`src/rtl/fffa_pkg.sv`:
```
// Shared types, constants and helpers of the fair reader/writer arbiter.
package fffa_pkg;

  localparam int QueueDepth = 16;
  localparam int IdBits     = 6;
  localparam int MaxResults = 16;
  localparam int IdxW       = $clog2(QueueDepth);
  localparam int CntW       = $clog2(QueueDepth + 1);
  localparam int NumW       = $clog2(MaxResults + 1);
  localparam int ReadersW   = 7;
  localparam int EntryW     = IdBits + 1;
  localparam int SlotW      = 1;
  localparam int SlotCntW   = SlotW + 1;
  localparam int Slots      = 2;

  localparam logic [1:0] OpStartRead  = 2'd0;
  localparam logic [1:0] OpEndRead    = 2'd1;
  localparam logic [1:0] OpStartWrite = 2'd2;
  localparam logic [1:0] OpEndWrite   = 2'd3;

  localparam logic [1:0] StGrant    = 2'd0;
  localparam logic [1:0] StFull     = 2'd1;
  localparam logic [1:0] StNoHolder = 2'd2;

  typedef struct packed {
    logic              start;
    logic              write;
    logic [IdBits-1:0] id;
  } cmd_t;

  typedef struct packed {
    logic [IdBits-1:0] id;
    logic              write;
    logic [1:0]        status;
    logic              last;
  } res_t;

  function automatic logic [IdxW-1:0] idx_inc(input logic [IdxW-1:0] idx);
    return (idx == IdxW'(QueueDepth - 1)) ? '0 : idx + 1'b1;
  endfunction

endpackage

```
`src/rtl/fffa_ram.sv`:
```
// Generic simple dual-port RAM with a registered read port.
module fffa_ram #(
  parameter int Width = 8,
  parameter int Depth = 16
) (
  input  logic                     clk_i,
  input  logic                     we_i,
  input  logic [$clog2(Depth)-1:0] waddr_i,
  input  logic [Width-1:0]         wdata_i,
  input  logic                     re_i,
  input  logic [$clog2(Depth)-1:0] raddr_i,
  output logic [Width-1:0]         rdata_o
);

  logic [Width-1:0] mem [Depth];
  logic [Width-1:0] rdata_q;

  always_ff @(posedge clk_i) begin
    if (we_i) begin
      mem[waddr_i] <= wdata_i;
    end
    if (re_i) begin
      rdata_q <= mem[raddr_i];
    end
  end

  assign rdata_o = rdata_q;

endmodule

```
`src/rtl/fffa_front.sv`:
```
// Front end: accepts requests, classifies them and queues them as commands.
module fffa_front (
  input  logic                        clk_i,
  input  logic                        rst_ni,
  input  logic                        push,
  output logic                        full,
  input  logic [1:0]                  op_i,
  input  logic [fffa_pkg::IdBits-1:0] requester_id_i,
  output logic                        cmd_valid_o,
  output fffa_pkg::cmd_t              cmd_o,
  input  logic                        cmd_pop_i
);
  import fffa_pkg::*;

  cmd_t               slot_q [Slots];
  logic [SlotW-1:0]   wr_q, wr_d, rd_q, rd_d;
  logic [SlotCntW-1:0] cnt_q, cnt_d;
  cmd_t               cmd_in;
  logic               do_push, do_pop;

  always_comb begin
    cmd_in.id = requester_id_i;
    case (op_i)
      OpStartRead: begin
        cmd_in.start = 1'b1;
        cmd_in.write = 1'b0;
      end
      OpEndRead: begin
        cmd_in.start = 1'b0;
        cmd_in.write = 1'b0;
      end
      OpStartWrite: begin
        cmd_in.start = 1'b1;
        cmd_in.write = 1'b1;
      end
      default: begin
        cmd_in.start = 1'b0;
        cmd_in.write = 1'b1;
      end
    endcase
  end

  assign full        = (cnt_q == SlotCntW'(Slots));
  assign cmd_valid_o = (cnt_q != '0);
  assign cmd_o       = slot_q[rd_q];
  assign do_push     = push && !full;
  assign do_pop      = cmd_pop_i && cmd_valid_o;

  always_comb begin
    wr_d  = do_push ? wr_q + 1'b1 : wr_q;
    rd_d  = do_pop ? rd_q + 1'b1 : rd_q;
    cnt_d = cnt_q + SlotCntW'(do_push) - SlotCntW'(do_pop);
  end

  always_ff @(posedge clk_i) begin
    if (do_push) begin
      slot_q[wr_q] <= cmd_in;
    end
  end

  always_ff @(posedge clk_i or negedge rst_ni) begin
    if (!rst_ni) begin
      wr_q  <= '0;
      rd_q  <= '0;
      cnt_q <= '0;
    end else begin
      wr_q  <= wr_d;
      rd_q  <= rd_d;
      cnt_q <= cnt_d;
    end
  end

endmodule

```
`src/rtl/fffa_outq.sv`:
```
// Result queue: holds finished result words until the receiver pops them.
module fffa_outq (
  input  logic                        clk_i,
  input  logic                        rst_ni,
  input  logic                        res_push_i,
  input  fffa_pkg::res_t              res_i,
  output logic                        res_full_o,
  output logic                        empty,
  input  logic                        pop,
  output logic [fffa_pkg::IdBits-1:0] grant_id_o,
  output logic                        grant_write_o,
  output logic [1:0]                  status_o,
  output logic                        last_o
);
  import fffa_pkg::*;

  res_t                slot_q [Slots];
  logic [SlotW-1:0]    wr_q, wr_d, rd_q, rd_d;
  logic [SlotCntW-1:0] cnt_q, cnt_d;
  logic                do_push, do_pop;
  res_t                head;

  assign res_full_o = (cnt_q == SlotCntW'(Slots));
  assign empty      = (cnt_q == '0);
  assign do_push    = res_push_i && !res_full_o;
  assign do_pop     = pop && !empty;
  assign head       = slot_q[rd_q];

  assign grant_id_o    = head.id;
  assign grant_write_o = head.write;
  assign status_o      = head.status;
  assign last_o        = head.last;

  always_comb begin
    wr_d  = do_push ? wr_q + 1'b1 : wr_q;
    rd_d  = do_pop ? rd_q + 1'b1 : rd_q;
    cnt_d = cnt_q + SlotCntW'(do_push) - SlotCntW'(do_pop);
  end

  always_ff @(posedge clk_i) begin
    if (do_push) begin
      slot_q[wr_q] <= res_i;
    end
  end

  always_ff @(posedge clk_i or negedge rst_ni) begin
    if (!rst_ni) begin
      wr_q  <= '0;
      rd_q  <= '0;
      cnt_q <= '0;
    end else begin
      wr_q  <= wr_d;
      rd_q  <= rd_d;
      cnt_q <= cnt_d;
    end
  end

endmodule

```
`src/rtl/fffa_back.sv`:
```
// Back end: owns the holder counts and the wait queue and produces results.
module fffa_back (
  input  logic           clk_i,
  input  logic           rst_ni,
  input  logic           cmd_valid_i,
  input  fffa_pkg::cmd_t cmd_i,
  output logic           cmd_pop_o,
  output logic           res_push_o,
  output fffa_pkg::res_t res_o,
  input  logic           res_full_i
);
  import fffa_pkg::*;

  localparam logic [1:0] SIdle = 2'd0;
  localparam logic [1:0] SWake = 2'd1;
  localparam logic [1:0] SRead = 2'd2;
  localparam logic [1:0] SLast = 2'd3;

  logic [1:0]          state_q, state_d;
  logic [IdxW-1:0]     head_q, head_d, tail_q, tail_d;
  logic [CntW-1:0]     count_q, count_d;
  logic [ReadersW-1:0] readers_q, readers_d;
  logic                writer_q, writer_d;
  logic [NumW-1:0]     num_q, num_d;
  logic [IdBits-1:0]   pend_q, pend_d;

  logic                ram_we, ram_re;
  logic [IdxW-1:0]     ram_raddr;
  logic [EntryW-1:0]   ram_wdata, ram_rdata;
  logic [IdxW-1:0]     head_next;

  fffa_ram #(
    .Width(EntryW),
    .Depth(QueueDepth)
  ) u_wait_ram (
    .clk_i  (clk_i),
    .we_i   (ram_we),
    .waddr_i(tail_q),
    .wdata_i(ram_wdata),
    .re_i   (ram_re),
    .raddr_i(ram_raddr),
    .rdata_o(ram_rdata)
  );

  assign head_next = idx_inc(head_q);
  assign ram_wdata = {cmd_i.write, cmd_i.id};

  always_comb begin
    state_d    = state_q;
    head_d     = head_q;
    tail_d     = tail_q;
    count_d    = count_q;
    readers_d  = readers_q;
    writer_d   = writer_q;
    num_d      = num_q;
    pend_d     = pend_q;
    cmd_pop_o  = 1'b0;
    res_push_o = 1'b0;
    res_o      = '0;
    ram_we     = 1'b0;
    ram_re     = 1'b0;
    ram_raddr  = head_q;
    case (state_q)
      SIdle: begin
        if (cmd_valid_i && !res_full_i) begin
          cmd_pop_o   = 1'b1;
          num_d       = '0;
          res_o.id    = cmd_i.id;
          res_o.write = cmd_i.write;
          res_o.last  = 1'b1;
          if (cmd_i.start) begin
            if (count_q == '0 && !writer_q && readers_q == '0) begin
              if (cmd_i.write) begin
                writer_d = 1'b1;
              end else begin
                readers_d = ReadersW'(1);
              end
              res_o.status = StGrant;
              res_push_o   = 1'b1;
            end else if (count_q == CntW'(QueueDepth)) begin
              res_o.status = StFull;
              res_push_o   = 1'b1;
            end else begin
              ram_we  = 1'b1;
              tail_d  = idx_inc(tail_q);
              count_d = count_q + 1'b1;
            end
          end else if (!cmd_i.write) begin
            if (readers_q == '0) begin
              res_o.status = StNoHolder;
              res_push_o   = 1'b1;
            end else begin
              readers_d = readers_q - 1'b1;
              if (readers_q == ReadersW'(1)) begin
                state_d = SWake;
              end
            end
          end else begin
            if (!writer_q) begin
              res_o.status = StNoHolder;
              res_push_o   = 1'b1;
            end else begin
              writer_d = 1'b0;
              state_d  = SWake;
            end
          end
        end
      end
      SWake: begin
        if (count_q == '0) begin
          state_d = SIdle;
        end else begin
          ram_re  = 1'b1;
          state_d = SRead;
        end
      end
      SRead: begin
        if (!res_full_i) begin
          res_o.status = StGrant;
          if (ram_rdata[EntryW-1]) begin
            res_push_o = 1'b1;
            res_o.last = 1'b1;
            state_d    = SIdle;
            if (num_q == '0) begin
              res_o.id    = ram_rdata[IdBits-1:0];
              res_o.write = 1'b1;
              writer_d    = 1'b1;
              head_d      = head_next;
              count_d     = count_q - 1'b1;
            end else begin
              res_o.id = pend_q;
            end
          end else begin
            res_o.id   = pend_q;
            res_push_o = (num_q != '0);
            pend_d     = ram_rdata[IdBits-1:0];
            head_d     = head_next;
            count_d    = count_q - 1'b1;
            readers_d  = readers_q + 1'b1;
            num_d      = num_q + 1'b1;
            if (num_q == NumW'(MaxResults - 1) || count_q == CntW'(1)) begin
              state_d = SLast;
            end else begin
              ram_re    = 1'b1;
              ram_raddr = head_next;
            end
          end
        end
      end
      SLast: begin
        if (!res_full_i) begin
          res_o.id     = pend_q;
          res_o.status = StGrant;
          res_o.last   = 1'b1;
          res_push_o   = 1'b1;
          state_d      = SIdle;
        end
      end
      default: begin
        state_d = SIdle;
      end
    endcase
  end

  always_ff @(posedge clk_i) begin
    pend_q <= pend_d;
  end

  always_ff @(posedge clk_i or negedge rst_ni) begin
    if (!rst_ni) begin
      state_q   <= SIdle;
      head_q    <= '0;
      tail_q    <= '0;
      count_q   <= '0;
      readers_q <= '0;
      writer_q  <= 1'b0;
      num_q     <= '0;
    end else begin
      state_q   <= state_d;
      head_q    <= head_d;
      tail_q    <= tail_d;
      count_q   <= count_d;
      readers_q <= readers_d;
      writer_q  <= writer_d;
      num_q     <= num_d;
    end
  end

endmodule

```
`src/rtl/fifo_fair_reader_writer_arbiter_top.sv`:
```
// Top level of the fair reader/writer arbiter.
//
// Requests enter through a queue-style port: a word (op_i, requester_id_i) is
// taken when push is high and full is low. Results leave the same way: the
// oldest result word is shown while empty is low and is taken when pop is high.
// A start request is granted at once only when nobody holds the resource and
// nobody waits; otherwise it waits in a sixteen-entry ring in arrival order, and
// a full ring rejects it. A release by the last reader or by the writer serves
// the head: one writer, or a run of up to sixteen readers with the final grant
// marked by last_o. A release with no holder returns an error word.
// A request is registered in the two-entry front queue and decided by the back end
// once it heads that queue, the back end is idle and the result queue has room;
// its result word is registered in the result queue and shown while empty is low.
// A release that wakes a waiting writer grants it after the wake and ring-read
// states. A reader run first reads the ring through its registered read port and
// then gives one grant per cycle while the result queue has room.
// Reset clears the holder counts, the ring pointers and both small queues; no
// clearing pass is needed. When the receiver stalls, the result queue fills,
// the decision logic waits, and full rises once the two-entry front queue fills.
module fifo_fair_reader_writer_arbiter_top (
  input  logic                        clk_i,
  input  logic                        rst_ni,
  input  logic                        push,
  output logic                        full,
  input  logic [1:0]                  op_i,
  input  logic [fffa_pkg::IdBits-1:0] requester_id_i,
  output logic                        empty,
  input  logic                        pop,
  output logic [fffa_pkg::IdBits-1:0] grant_id_o,
  output logic                        grant_write_o,
  output logic [1:0]                  status_o,
  output logic                        last_o
);
  import fffa_pkg::*;

  logic cmd_valid, cmd_pop, res_push, res_full;
  cmd_t cmd;
  res_t res;

  fffa_front u_front (
    .clk_i         (clk_i),
    .rst_ni        (rst_ni),
    .push          (push),
    .full          (full),
    .op_i          (op_i),
    .requester_id_i(requester_id_i),
    .cmd_valid_o   (cmd_valid),
    .cmd_o         (cmd),
    .cmd_pop_i     (cmd_pop)
  );

  fffa_back u_back (
    .clk_i      (clk_i),
    .rst_ni     (rst_ni),
    .cmd_valid_i(cmd_valid),
    .cmd_i      (cmd),
    .cmd_pop_o  (cmd_pop),
    .res_push_o (res_push),
    .res_o      (res),
    .res_full_i (res_full)
  );

  fffa_outq u_outq (
    .clk_i        (clk_i),
    .rst_ni       (rst_ni),
    .res_push_i   (res_push),
    .res_i        (res),
    .res_full_o   (res_full),
    .empty        (empty),
    .pop          (pop),
    .grant_id_o   (grant_id_o),
    .grant_write_o(grant_write_o),
    .status_o     (status_o),
    .last_o       (last_o)
  );

  a_error_is_last: assert property (@(posedge clk_i) disable iff (!rst_ni)
    (!empty && status_o != StGrant) |-> last_o)
    else $error("A rejected or erroneous word is not marked last.");

  a_write_grant_alone: assert property (@(posedge clk_i) disable iff (!rst_ni)
    (!empty && status_o == StGrant && grant_write_o) |-> last_o)
    else $error("A write grant is not the only word of its request.");

  a_status_code: assert property (@(posedge clk_i) disable iff (!rst_ni)
    !empty |-> (status_o == StGrant || status_o == StFull || status_o == StNoHolder))
    else $error("A result word carries an unknown status code.");

  a_push_blocked: assert property (@(posedge clk_i) disable iff (!rst_ni)
    (res_push && res_full) |-> 1'b0)
    else $error("The back end pushed a result into a full result queue.");

endmodule

```
`config.mk`:
```
export PLATFORM = sky130hd
export DESIGN_NAME = fifo_fair_reader_writer_arbiter_top
export DESIGN_NICKNAME = d
export VERILOG_FILES = /design/src/rtl/fffa_pkg.sv /design/src/rtl/fffa_ram.sv /design/src/rtl/fffa_front.sv /design/src/rtl/fffa_outq.sv /design/src/rtl/fffa_back.sv /design/src/rtl/fifo_fair_reader_writer_arbiter_top.sv
export SDC_FILE = /design/constraint.sdc
export NUM_CORES = 1
export LEC_CHECK = 0
export ABC_CLOCK_PERIOD_IN_PS = 6100
export BUFFER_PORTS_ARGS = -buffer_cell sky130_fd_sc_hd__buf_2
export CORE_UTILIZATION = 65
export CTS_CLUSTER_DIAMETER = 120
export CTS_CLUSTER_SIZE = 12
export DETAILED_ROUTE_END_ITERATION = 12
export PLACE_DENSITY = 0.85
export RECOVER_POWER = 25
export SYNTH_ARGS = -nofsm -noshare
export SYNTH_HDL_FRONTEND = slang
export SYNTH_HIERARCHICAL = 1
export SYNTH_SLANG_ARGS = --single-unit
```
`constraint.sdc`:
```
create_clock -name clk_i -period 6.1 [get_ports clk_i]
set_clock_uncertainty 0.15 [all_clocks]
set_input_delay 1.22 -clock clk_i [delete_from_list [all_inputs] [get_ports clk_i]]
set_output_delay 1.22 -clock clk_i [all_outputs]
set_load 0.05 [all_outputs]
```
Word level (Yosys, flattened, before mapping)
Memories as Yosys holds them, arrays and structs flattened. A register that Yosys moved wholly into a read port is not among the register bits.
Index checks and enable logic that the tools add are counted.
- $lt $le $gt $ge: 0
- shifts and indexed selects: 0
- add/subtract/negate cells: 15
- eq/ne operators: 35
- multiplexer cells: 98
- divide/modulo/power cells: 0
- $mul: 0
- reduce and logical (&&, ||, !) cells: 29
- bitwise operators: 4
- operator list (cell ; number):
    $mux W7 ; 8
    $mux W5 ; 10
    $mux W1 ; 40
    $mux W2 ; 16
    $mux W4 ; 8
    $reduce_and A8 Y1 ; 3
    $mux W10 ; 2
    $pmux W5 S2 ; 2
    $mux W6 ; 3
    $ne A3 B2 Y1 const B ; 6
    $pmux W6 S3 ; 1
    $ne A2 B2 Y1 const B ; 8
    $pmux W7 S2 ; 1
    $ne A3 B3 Y1 const B ; 4
    $add A5 B1 Y5 const B ; 2
    $eq A2 B2 Y1 const B ; 5
    $logic_not A5 Y1 ; 2
    $pmux W3 S3 ; 1
    $add A4 B1 Y4 const B ; 2
    $eq A4 B4 Y1 const B ; 2
    $pmux W2 S4 ; 1
    $add A7 B1 Y7 const B ; 1
    $eq A7 B1 Y1 const B ; 1
    $logic_and A1 B1 Y1 ; 7
    25 further kinds ; 45
- bits in read-only memories: 0
- flip-flop bits (word level): 42
- memory bits (writable): 148
- logic and storage cells: 198
- bits in latches: 0
- bits of input ports: 12
- memories kept: 3
- output and inout port bits: 12
- memory list (memory ; depth ; bits a word ; rd ports ; clocked after Yosys merged registers in ; write ports ; line ; source):
    u_back.u_wait_ram.mem ; 16 ; 7 ; 1 ; 1 ; 1 ; fffa_ram.sv:15 ; logic [Width-1:0] mem [Depth];
    u_outq.slot_q ; 2 ; 10 ; 1 ; 0 ; 1 ; fffa_outq.sv:17 ; res_t slot_q [Slots];
    u_front.slot_q ; 2 ; 8 ; 1 ; 0 ; 1 ; fffa_front.sv:15 ; cmd_t slot_q [Slots];

Logic depth before layout (Yosys ltp)
- word-level depth: 10
- depth in mapped cells: 14
- mapped depth without buffers: 13

Cells and area by module
Netlist, hierarchy kept.
- modules (own cells, without submodules) (module ; cells each ; area each (µm²) ; sequential area each (µm²) ; instances):
    fffa_ram ; 203 ; 4600.7 ; 3573.4 ; 1
    fffa_back ; 290 ; 2633.8 ; 880.8 ; 1
    fffa_outq ; 49 ; 924.6 ; 700.7 ; 1
    fffa_front ; 45 ; 788.3 ; 580.6 ; 1

Least setup slack after synthesis
Ideal clock, no wire load.
- kind: register to register
- from: register u_back.num_q[0]
- to: register u_back.u_wait_ram.rdata_q[1], in the netlist u_back/u_wait_ram/rdata_o[1] (read register of u_back.u_wait_ram.mem) (data pin)
- clock period less this slack: 2.950 ns
- setup time: 0.259 ns
- data arrival time: 2.541 ns
- cell stages (with the launch flop): 12
- required time: 5.691 ns
- path buffers: 2
- setup slack: 3.150 ns
- path through: dfrtp_1 ha_1 and3_1 ha_1 nor4_1 nand2_1 nand2_1 buf_6 buf_8 mux4_2 a22oi_1 nand2_1
- longest elaborated chain between the ends: 6
- ends and longest elaborated chain (element ; line ; source):
    start, declared ; fffa_back.sv:24 ; logic [NumW-1:0] num_q, num_d;
    start signal, assigned ; fffa_back.sv:185 ; num_q <= num_d;
    $eq A5 B4 Y1 ; fffa_back.sv:141 ; if (num_q == NumW'(MaxResults - 1) || count_q == CntW'(1)) begin
    $logic_or A1 B1 Y1 ; fffa_back.sv:141 ;
    $mux W4 ; fffa_back.sv:141 ;
    $mux W4 ; fffa_back.sv:120 ; if (ram_rdata[EntryW-1]) begin
    $mux W4 ; fffa_back.sv:118 ; if (!res_full_i) begin
    $mux W4 ; fffa_back.sv:63 ; case (state_q)
    net u_back.ram_raddr[0] ; fffa_back.sv:28 ; logic [IdxW-1:0] ram_raddr;
    end, declared ; fffa_ram.sv:16 ; logic [Width-1:0] rdata_q;
The timed path passes the listed nets, and every way through them passes these cells.
A chain may end at the register's enable or synchronous reset.

Final worst setup path
- from: register u_back.state_q[0]
- to: register u_back.u_wait_ram.rdata_q[3], in the netlist u_back/u_wait_ram/rdata_o[3] (read register of u_back.u_wait_ram.mem) (data pin)
- longest elaborated chain between the ends: 2
- ends and longest elaborated chain (element ; line ; source):
    start, declared ; fffa_back.sv:19 ; logic [1:0] state_q, state_d;
    start signal, assigned ; fffa_back.sv:171 ; state_q <= SIdle;
    start signal, assigned ; fffa_back.sv:179 ; state_q <= state_d;
    $eq A2 B2 Y1 ; fffa_back.sv:63 ;
    $mux W4 ; fffa_back.sv:63 ;
    net u_back.ram_raddr[1] ; fffa_back.sv:28 ;
The timed path passes the listed nets, and every way through them passes these cells.

==> results.tsv <==
stage	metric	value	unit
sta	post-layout min period	3920	ps
clock_tree	CTS max path bufs	2	
synthesis	#FFs+latches synth	197	
die	Die Y	119	um
detailed_routing	Pre-Repair DR Iteration Count	5	
cells_and_area	multi-input logic area	0.00294	mm2
grt	GRT overflow	0	
min_path	Hold Path Class	reg -> reg	
worst_setup_path	crit path capture type	register	
grt	first-pass GRT wire length	27.7	mm
worst_setup_path	CP startpoint kind	register	
pwr	Combinational Power Share	0.369	
sta	worst relative slew slack	0.0999	
sta	Slew Viols, Final	0	
sta	Fin. Hold Viols	0	
pwr	P per Cell Area	528	mW/mm2
clock_tree	Clk Latency, worst-skew pair	440	ps
cells_and_area	Antenna diodes	0	
synthesis	post-synthesis cell count	587	
pwr	sw frac	0.364	
pwr	Seq pwr share	0.404	
sta	final setup TNS	0	ps
die	core footprint	0.0133	mm2
synthesis	sequential share of the synthesized area	0.641	
cells_and_area	final instance area	0.00971	mm2
synthesis	net count after synthesis	620	
placement	routability cong.	0.846	
grt	vias in the first global route	5159	
clock_tree	CTS tree	done	
synthesis	ys flop type	edfxtp_1	
worst_setup_path	r2r startpoint	u_back/state_q[0]$_DFFE_PN0P_	
min_path	Hold Crit Start	u_back/u_wait_ram/rdata_o[0]$_DFFE_PP_	
sta	Hold Slack	333	ps
synthesis	YS warnings	6	
clock_tree	Worst-path clk slew	70	ps
clock_tree	Max H-tree Level	4	
clock_tree	CTS Sinks	197	
sta	Slew @ Worst Pin	1340	ps
clock_tree	Root Buffer Master	clkbuf_16	
pwr	clock network power share	0.226	
worst_setup_path	CP Data Arrival Time	3950	ps
pwr	LEAKAGE	0.00347	uW
worst_setup_path	peak fanout along the critical path	28	
clock_tree	cts repair resizes	0	
synthesis	EDFF count, synth	161	
grt	Overall Global Routing Usage	0.267	
synthesis	post-synth cell types	78	
worst_setup_path	crit path from	u_back/state_q[0]$_DFFE_PN0P_	
sta	# setup viols final	0	
clock_tree	cts hold-fix bufs	0	
detailed_routing	Via Count	5331	
synthesis	fraction of registers with async set or reset after synthesis	0.183	
grt	initial antenna violation count	0	
clock_tree	CTS Buf Count	17	
detailed_routing	Routed Antenna Nets	0	
cells_and_area	share of cells above drive strength 1	0.162	
die	io pins	24	
pwr	Psw	1870	uW
die	std cell rows	42	
pwr	Max VDD drop	0.298	mV
placement	DP Area	0.00911	mm2
detailed_routing	total wire length	17.9	mm
worst_setup_path	Critical Path RT	6120	ps
cells_and_area	Net count, final	639	
sta	Final period util	0.643	
detailed_routing	routed len/inst	22.6	um
synthesis	mapped cell area	0.00895	mm2
cells_and_area	Fill cells	808	
flow_run	maxcap violations	0	
detailed_routing	Via density	6.73	
worst_setup_path	critical path class	reg -> reg	
placement	DP HPWL	11.3	mm
die	Starting Density	0.670	
die	die span in x	119	um
sta	RSZ-0062 raised after global routing	false	
cells_and_area	Sequential Area	0.00574	mm2
pwr	Internal	3260	uW
sta	Fmax	255	MHz
grt	largest net degree at the start of global routing	37	
detailed_routing	DRT iter0 DRCs	622	
clock_tree	postcts setup bufs	0	
placement	number of port buffers	23	
status	status	finished clean	
cells_and_area	Area Overhead vs Synth	8.52	%
detailed_routing	remaining routing DRC violations	0	
synthesis	syn avg cell area	15.2	um2
die	die footprint	0.0142	mm2
-- layout make-up --
class / count / area share
sequential: 197 / 0.591
multi-input combinational: 345 / 0.303
clock buffer: 18 / 0.0442
tap: 176 / 0.0227
clock inverter: 11 / 0.0182
timing repair buffer: 26 / 0.0140
inverter: 19 / 0.00735
-- cell usage after synthesis, drive strengths merged (2+ instances only) --
cell type  instances  area share
and2b              2      0.0020
and3b              2      0.0020
a22oi             16       0.013
nor2              37       0.016
and2               5      0.0038
a21boi             3      0.0025
and3               4      0.0029
o21a               3      0.0025
xnor2             12       0.012
a31o               2      0.0029
o22ai              2      0.0014
nand2b            10      0.0070
xor2               4      0.0039
nor4               5      0.0052
nor2b              5      0.0038
or3                3      0.0022
nand3             11      0.0062
a211oi             2      0.0017
a211o              2      0.0022
nand4              3      0.0028
a31oi              8      0.0056
buf               13       0.015
nor4b              2      0.0036
ha                21       0.029
or4                3      0.0027
mux2              27       0.036
nor3b              3      0.0025
edfxtp           161        0.54
a222oi             6      0.0067
inv               19      0.0080
nand3b             6      0.0050
nand2             40       0.017
or2                3      0.0024
o21ai             22       0.012
nor3              12      0.0067
dfrtp             36        0.10
mux4              28       0.078
clkbuf            12      0.0064
a21oi             13      0.0073
-- path summary, 6_finish.rpt --
check                                                    endpoint  slack (ps)  cells past startpoint
max in group asynchronous                 u_outq/rd_q$_DFFE_PN0P_        4520                      1
max reg2reg                u_back/u_wait_ram/rdata_o[3]$_DFFE_PP_        2180                     10
min in group asynchronous         u_back/readers_q[4]$_DFFE_PN0P_         740                      1
min reg2reg                            u_back/pend_q[0]$_DFFE_PP_         330                      0
max                        u_back/u_wait_ram/rdata_o[3]$_DFFE_PP_        2180                     10
min                                    u_back/pend_q[0]$_DFFE_PP_         330                      0
-- power groups by stage --
stage                     clock network, uW  logic [uW]  registers [uW]
final                                  1160        1900            2070
after global placement                    0        1740            2070
after detailed placement                  0        1830            2090
after CTS                              1170        1870            2060
after floorplan                           0        1570            1970
after global routing                   1220        2030            2100
-- routing by layer --
layer  GRT usage  share of wire  vias up
met1       0.352           0.41     2641
met2       0.430           0.48      314
met3      0.0541          0.072       59
li1            -              -     2317
met5           0              0        -
met4       0.127          0.032        0
-- per-stage QoR --
stage / std cells / setup WS, ps / power [uW] / util
floorplan: 587 / 3150 / 3540 / -
global placement: 763 / 2400 / 3810 / 0.682
detailed placement: 763 / 2330 / 3920 / 0.682
CTS: 792 / 2240 / 5110 / 0.728
global route: 792 / 1890 / 5340 / 0.727
finish: 792 / 2180 / 5130 / 0.727
-- cell families (layout without fill, tap and decap cells) --
logic type,after synthesis,in the layout,synth area share
AO/OA/AOI/OAI,92,92,0.0712
flip-flops,197,197,0.641
XOR/XNOR,16,16,0.0157
multiplexers,56,56,0.115
buffers and inverters,45,74,0.0301
AND/OR/NAND/NOR,160,160,0.0975
adder cells (fa/ha/maj),21,21,0.0294
-- layout by cell type (no fill, tap or decap), drive strengths merged, types with 3 or more instances in the layout --
cell type,instances
edfxtp,161
nand2,40
nor2,37
dfrtp,36
mux4,28
mux2,27
buf,25
o21ai,22
inv,22
ha,21
clkbuf,19
a22oi,16
a21oi,13
nor3,12
xnor2,12
nand3,11
nand2b,10
a31oi,8
nand3b,6
a222oi,6
nor2b,5
and2,5
nor4,5
bufinv,4
xor2,4
and3,4
nor3b,3
o21a,3
a21boi,3
or3,3
or4,3
nand4,3
or2,3
-- flip-flops by register name, summed over array words and instances (netlist names) --
| signal | flops |
|---|---|
| u_back/count_q | 5 |
| u_back/head_q | 4 |
| u_back/num_q | 5 |
| u_back/pend_q | 6 |
| u_back/readers_q | 7 |
| u_back/state_q | 2 |
| u_back/tail_q | 4 |
| u_back/u_wait_ram/mem | 112 |
| u_back/u_wait_ram/rdata_o | 7 |
| u_back/writer_q | 1 |
| u_front/cnt_q | 2 |
| u_front/rd_q | 1 |
| u_front/slot_q | 16 |
| u_front/wr_q | 1 |
| u_outq/cnt_q | 2 |
| u_outq/rd_q | 1 |
| u_outq/slot_q | 20 |
| u_outq/wr_q | 1 |
-- worst max-delay path: stages (launching register included) --
cell and delay [ps]:
dfrtp_1 420, inv_1 100, ha_1 150, buf_4 270, nand2b_1 180, nor4_1 430
nand2_1 140, nand2_1 950, mux4_1 460, a22oi_1 250, nand2_1 130
(Power assumes the default switching activity.)
